--- config.mk ---
export PLATFORM = sky130hd
export DESIGN_NAME = pli_div
export DESIGN_NICKNAME = d
export VERILOG_FILES = /design/src/sv/pli_pkg.sv /design/src/sv/pli_div.sv
export SDC_FILE = /design/constraint.sdc
export NUM_CORES = 1
export LEC_CHECK = 0
export ABC_AREA = 1
export BUFFER_PORTS_ARGS = -buffer_cell sky130_fd_sc_hd__clkbuf_2
export CAP_MARGIN = 0
export CORE_MARGIN = 3
export CORE_UTILIZATION = 56
export CTS_CLUSTER_SIZE = 14
export DETAILED_ROUTE_END_ITERATION = 8
export GPL_ROUTABILITY_DRIVEN = 0
export MAX_ROUTING_LAYER = met4
export PLACE_DENSITY_LB_ADDON = 0.05
export SYNTH_ARGS = -nofsm -noshare
export SYNTH_HDL_FRONTEND = slang
export SYNTH_SLANG_ARGS = --single-unit
--- constraint.sdc ---
create_clock -name clk -period 5.12 [get_ports clk]
set_input_delay 1.536 -clock clk [delete_from_list [all_inputs] [get_ports clk]]
set_output_delay 1.536 -clock clk [all_outputs]
set_load 0.01 [all_outputs]
--- src/sv/pli_pkg.sv ---
package pli_pkg;

  // Field widths fixed by the item format.
  localparam int VAL_W   = 32;
  localparam int IDX_W   = 6;
  localparam int CFG_W   = 7;
  localparam int PROD_W  = 2 * VAL_W;
  localparam int QSAT_W  = 35;
  localparam int SUM_W   = 37;

  // Item kinds.
  localparam logic KIND_LOAD  = 1'b0;
  localparam logic KIND_QUERY = 1'b1;

  // Reset value of the breakpoint count register.
  localparam logic [CFG_W-1:0] POINTS_RESET = 7'd2;

  // Quotient saturation limit (2^34).
  localparam logic [PROD_W-1:0] QUO_LIMIT = 64'h0000_0004_0000_0000;

  // Saturation bounds of the signed 32-bit result.
  localparam logic signed [SUM_W-1:0] RES_MAX = 37'sh0_7FFF_FFFF;
  localparam logic signed [SUM_W-1:0] RES_MIN = -37'sh0_8000_0000;

  // One table entry as stored in the breakpoint memory.
  typedef struct packed {
    logic signed [VAL_W-1:0] x;
    logic signed [VAL_W-1:0] y;
  } bp_entry_t;

  // Controller states.
  typedef enum logic [3:0] {
    ST_IDLE,
    ST_SCAN,
    ST_RANGE,
    ST_SEG0,
    ST_SEG1,
    ST_MUL,
    ST_DIV_START,
    ST_DIV_WAIT,
    ST_DONE
  } pli_state_t;

endpackage

--- src/sv/pli_div.sv ---
module pli_div (
  input  logic                           clk,
  input  logic                           rst_n,
  input  logic                           start,
  input  logic [pli_pkg::PROD_W-1:0]     dividend,
  input  logic [pli_pkg::VAL_W-1:0]      divisor,
  output logic                           done,
  output logic [pli_pkg::PROD_W-1:0]     quotient
);

  localparam int CNT_W = $clog2(pli_pkg::PROD_W);
  localparam logic [CNT_W-1:0] LAST_STEP = CNT_W'(pli_pkg::PROD_W - 1);

  logic                          busy_r, busy_nxt;
  logic                          done_r, done_nxt;
  logic [CNT_W-1:0]              cnt_r, cnt_nxt;
  logic [pli_pkg::VAL_W:0]       rem_r, rem_nxt;
  logic [pli_pkg::PROD_W-1:0]    quo_r, quo_nxt;
  logic [pli_pkg::VAL_W-1:0]     div_r, div_nxt;
  logic [pli_pkg::VAL_W:0]       rem_shift;
  logic [pli_pkg::VAL_W:0]       div_ext;

  // One restoring step per cycle; the dividend shifts out of the quotient
  // register as quotient bits shift in.
  always_comb begin
    busy_nxt  = busy_r;
    done_nxt  = done_r;
    cnt_nxt   = cnt_r;
    rem_nxt   = rem_r;
    quo_nxt   = quo_r;
    div_nxt   = div_r;
    rem_shift = {rem_r[pli_pkg::VAL_W-1:0], quo_r[pli_pkg::PROD_W-1]};
    div_ext   = {1'b0, div_r};
    if (start) begin
      busy_nxt = 1'b1;
      done_nxt = 1'b0;
      cnt_nxt  = '0;
      rem_nxt  = '0;
      quo_nxt  = dividend;
      div_nxt  = divisor;
    end else if (busy_r) begin
      if (rem_shift >= div_ext) begin
        rem_nxt = rem_shift - div_ext;
        quo_nxt = {quo_r[pli_pkg::PROD_W-2:0], 1'b1};
      end else begin
        rem_nxt = rem_shift;
        quo_nxt = {quo_r[pli_pkg::PROD_W-2:0], 1'b0};
      end
      cnt_nxt = cnt_r + CNT_W'(1);
      if (cnt_r == LAST_STEP) begin
        busy_nxt = 1'b0;
        done_nxt = 1'b1;
      end
    end
  end

  always_ff @(posedge clk) begin
    if (!rst_n) begin
      busy_r <= 1'b0;
      done_r <= 1'b0;
      cnt_r  <= '0;
    end else begin
      busy_r <= busy_nxt;
      done_r <= done_nxt;
      cnt_r  <= cnt_nxt;
    end
  end

  always_ff @(posedge clk) begin
    rem_r <= rem_nxt;
    quo_r <= quo_nxt;
    div_r <= div_nxt;
  end

  assign done     = done_r;
  assign quotient = quo_r;

endmodule

==> run summary <==
Register area share after synthesis = 45.50%
Number of nets in the layout = 1401
Final instance area = 0.009609 mm²
Worst-path cell chain = inv_1 > ha_1 > nand2_1 > nand2_1 > inv_1 > nand2_1 > inv_1 > nand3_2 > nand2_2 > nand2_2 > nand2_2 > nand2_4 > nand2_1 > nand3_1 > o21ai_1
Initial DRC Count = 561
Power per cell area = 298.5 mW/mm²
H-tree levels = 4
Synth Cell Area = 0.008095 mm²
Number of distinct library cells after synthesis = 32
Row count = 43
Fmax = 346.2 MHz
Worst IR drop on VDD = 0.0002235 V
Final HPWL DP = 14.81 mm
Yosys top cell by area = edfxtp_1
Flop2flop setup slack = 2.23 ns
PortBufs = 163
WP buf/inv = 3
Final worst-path cycle share = 56.41%
Core area = 0.01399 mm²
Final hold vios = 0
Post-Syn Nets = 1242
Final WS setup = 2.232 ns
Vias = 7306
CP top delay family = simple AND/OR/NAND/NOR gates
Max clock buf depth = 2
Final ANT Viol Nets = 0
RSZ-0062 raised after global routing = no
Reg area = 0.003684 mm²
# hold bufs at CTS = 0
Most numerous cell on the critical path = nand2_1
CTS buffer count = 17
Final setup TNS = 0 ns
Gr ovfl total = 0
Die area = 0.01593 mm²
Antenna Cells = 0
CTS root buffer = clkbuf_16
CTS sink count = 136
Fill cells = 1241
Share of cells above drive strength 1 = 17.49%
Postcts setup bufs = 0
Skew-Pair Late Insertion Delay = 0.42 ns
Pins Over Slew Limit = 0
Vias in the first global route = 7020
Drt total wl = 20.14 mm
Worst hold path type = reg2reg
Multi-input logic area = 0.003597 mm²
Post-synth top cells = nand2_1, inv_1, edfxtp_1
Final setup viols = 0
CTS clk-pin slew, worst paths = 0.06 ns
CP max-delay cell = nand2_2
Synth top area share = 35.61%
MaxCap Viol Count = 0
CTS tree = yes
Overall die height = 126.2 µm
Setup Skew = 0.01049 ns
Slew headroom = 29.74%
Critical setup path kind = reg2reg
Gate Count Post-Synth = 1109
TritonRoute pass-1 iters = 6
Element type at the critical path start = register
Routed length per placed instance = 13.79 µm
Vias per Instance = 5.001
Initial Utilization = 57.87%
Placement Cell Area = 0.009034 mm²
Avg Cell Area, Syn = 7.300 µm²
Initial antenna violation count = 0
Leakage power = 5.182 nW
Worst Path Max Fanout = 34
Yosys warns = 0
Ports = 164
Number of synthesized flops with an enable pin = 96
Arr. time, crit path = 3.23 ns
Die X-Extent = 126.2 µm
Largest net degree at the start of global routing = 84
Slew @ Worst Pin = 1.054 ns
Synth Flop Type = edfxtp_1
First-pass GRT wire length = 32.98 mm
Area Growth Syn to Fin = 18.70%
Post-Place Setup Slack = 1.818 ns
Status = completed
Crit end category = register
Synthesis-stage register bit count = 136
Synth async-reset ratio = 0%
GRT Util Overall = 26.33%
Synth area leaders = edfxtp_1, nand2_1, dfxtp_1, inv_1, ha_1
CP required = 5.46 ns
Largest stage delay, worst path = 0.58 ns
Most common cell in the netlist = nand2_1
Remaining DRCs = 0
Post-cts sizing count = 0
Min Clock Period, post-route = 2.888 ns
-- report_power, final --
part	internal [W]	switching [W]
clock	0.000692	0.000517
combinational	0.000130	0.000217
sequential	0.00127	0.0000405
-- sequential cells by signal, summed over array words and instances, names as in the netlist --
signal,flops
quotient,64
div_r,32
rem_r,32
cnt_r,6
busy_r,1
done,1
-- metrics by stage --
| step | util (%) | instances | hold slack, ns | total power, W |
|---|---|---|---|---|
| detailed placement | 64.58 | 1429 | 0.4540 | 0.001680 |
| floorplan | - | 1109 | 0.4426 | 0.001529 |
| finish | 68.69 | 1461 | 0.4571 | 0.002868 |
| CTS | 68.69 | 1461 | 0.4629 | 0.002882 |
| global placement | 64.58 | 1429 | 0.4498 | 0.001677 |
| global route | 68.69 | 1461 | 0.4896 | 0.002980 |
-- worst min-delay path: stages, from the launching register on --
cell	delay, ns
dfxtp_1	0.31
inv_1	0.05
a21oi_1	0.05
-- logic make-up (layout without fill, tap and decap cells) --
kind of cell,count (synthesis),after routing,share of synthesized area (%)
xor+xnor,14,14,1.515
flops,136,136,45.50
compound gates,52,52,3.493
fa+ha+maj,34,34,5.348
buf+inv,206,378,10.09
simple gates,667,667,34.05
-- layout by cell type (no fill, tap or decap), drive strengths merged, types with 2 or more instances in the layout --
master	netlist	layout
xnor2	13	13
a31oi	3	3
clkinv	0	3
clkbuf	14	180
buf	15	7
clkinvlp	0	4
nand3	71	71
ha	33	33
nand4	4	4
a21oi	25	25
nor3	9	9
edfxtp	96	96
and2	2	2
nand2	509	509
dfxtp	40	40
nor2	50	50
nand3b	21	21
o21ai	21	21
o21bai	2	2
inv	177	183
-- worst paths after layout --
check	start	endpoint	cells past startpoint
worst min-delay path	done	done	2
worst min register to register	done	done	2
worst max-delay path	div_r[8]	rem_r[18]	15
worst max register to register	div_r[8]	rem_r[18]	15
-- routing by layer --
layer	track usage (%)	routed length, µm
met2	42.07	9242
met1	34.13	8960
met4	7.445	371
met5	-	0
met3	5.683	1566
-- cell type report --
cell class              count  share of cell area (%)
clock inverters            14                   1.419
clock buffers              18                   4.570
multi-input cells         767                   37.43
well taps                 180                   2.344
repair buffers            169                   8.984
inverters                 177                   6.914
flip-flops and latches    136                   38.33
(Power assumes the default switching activity.)
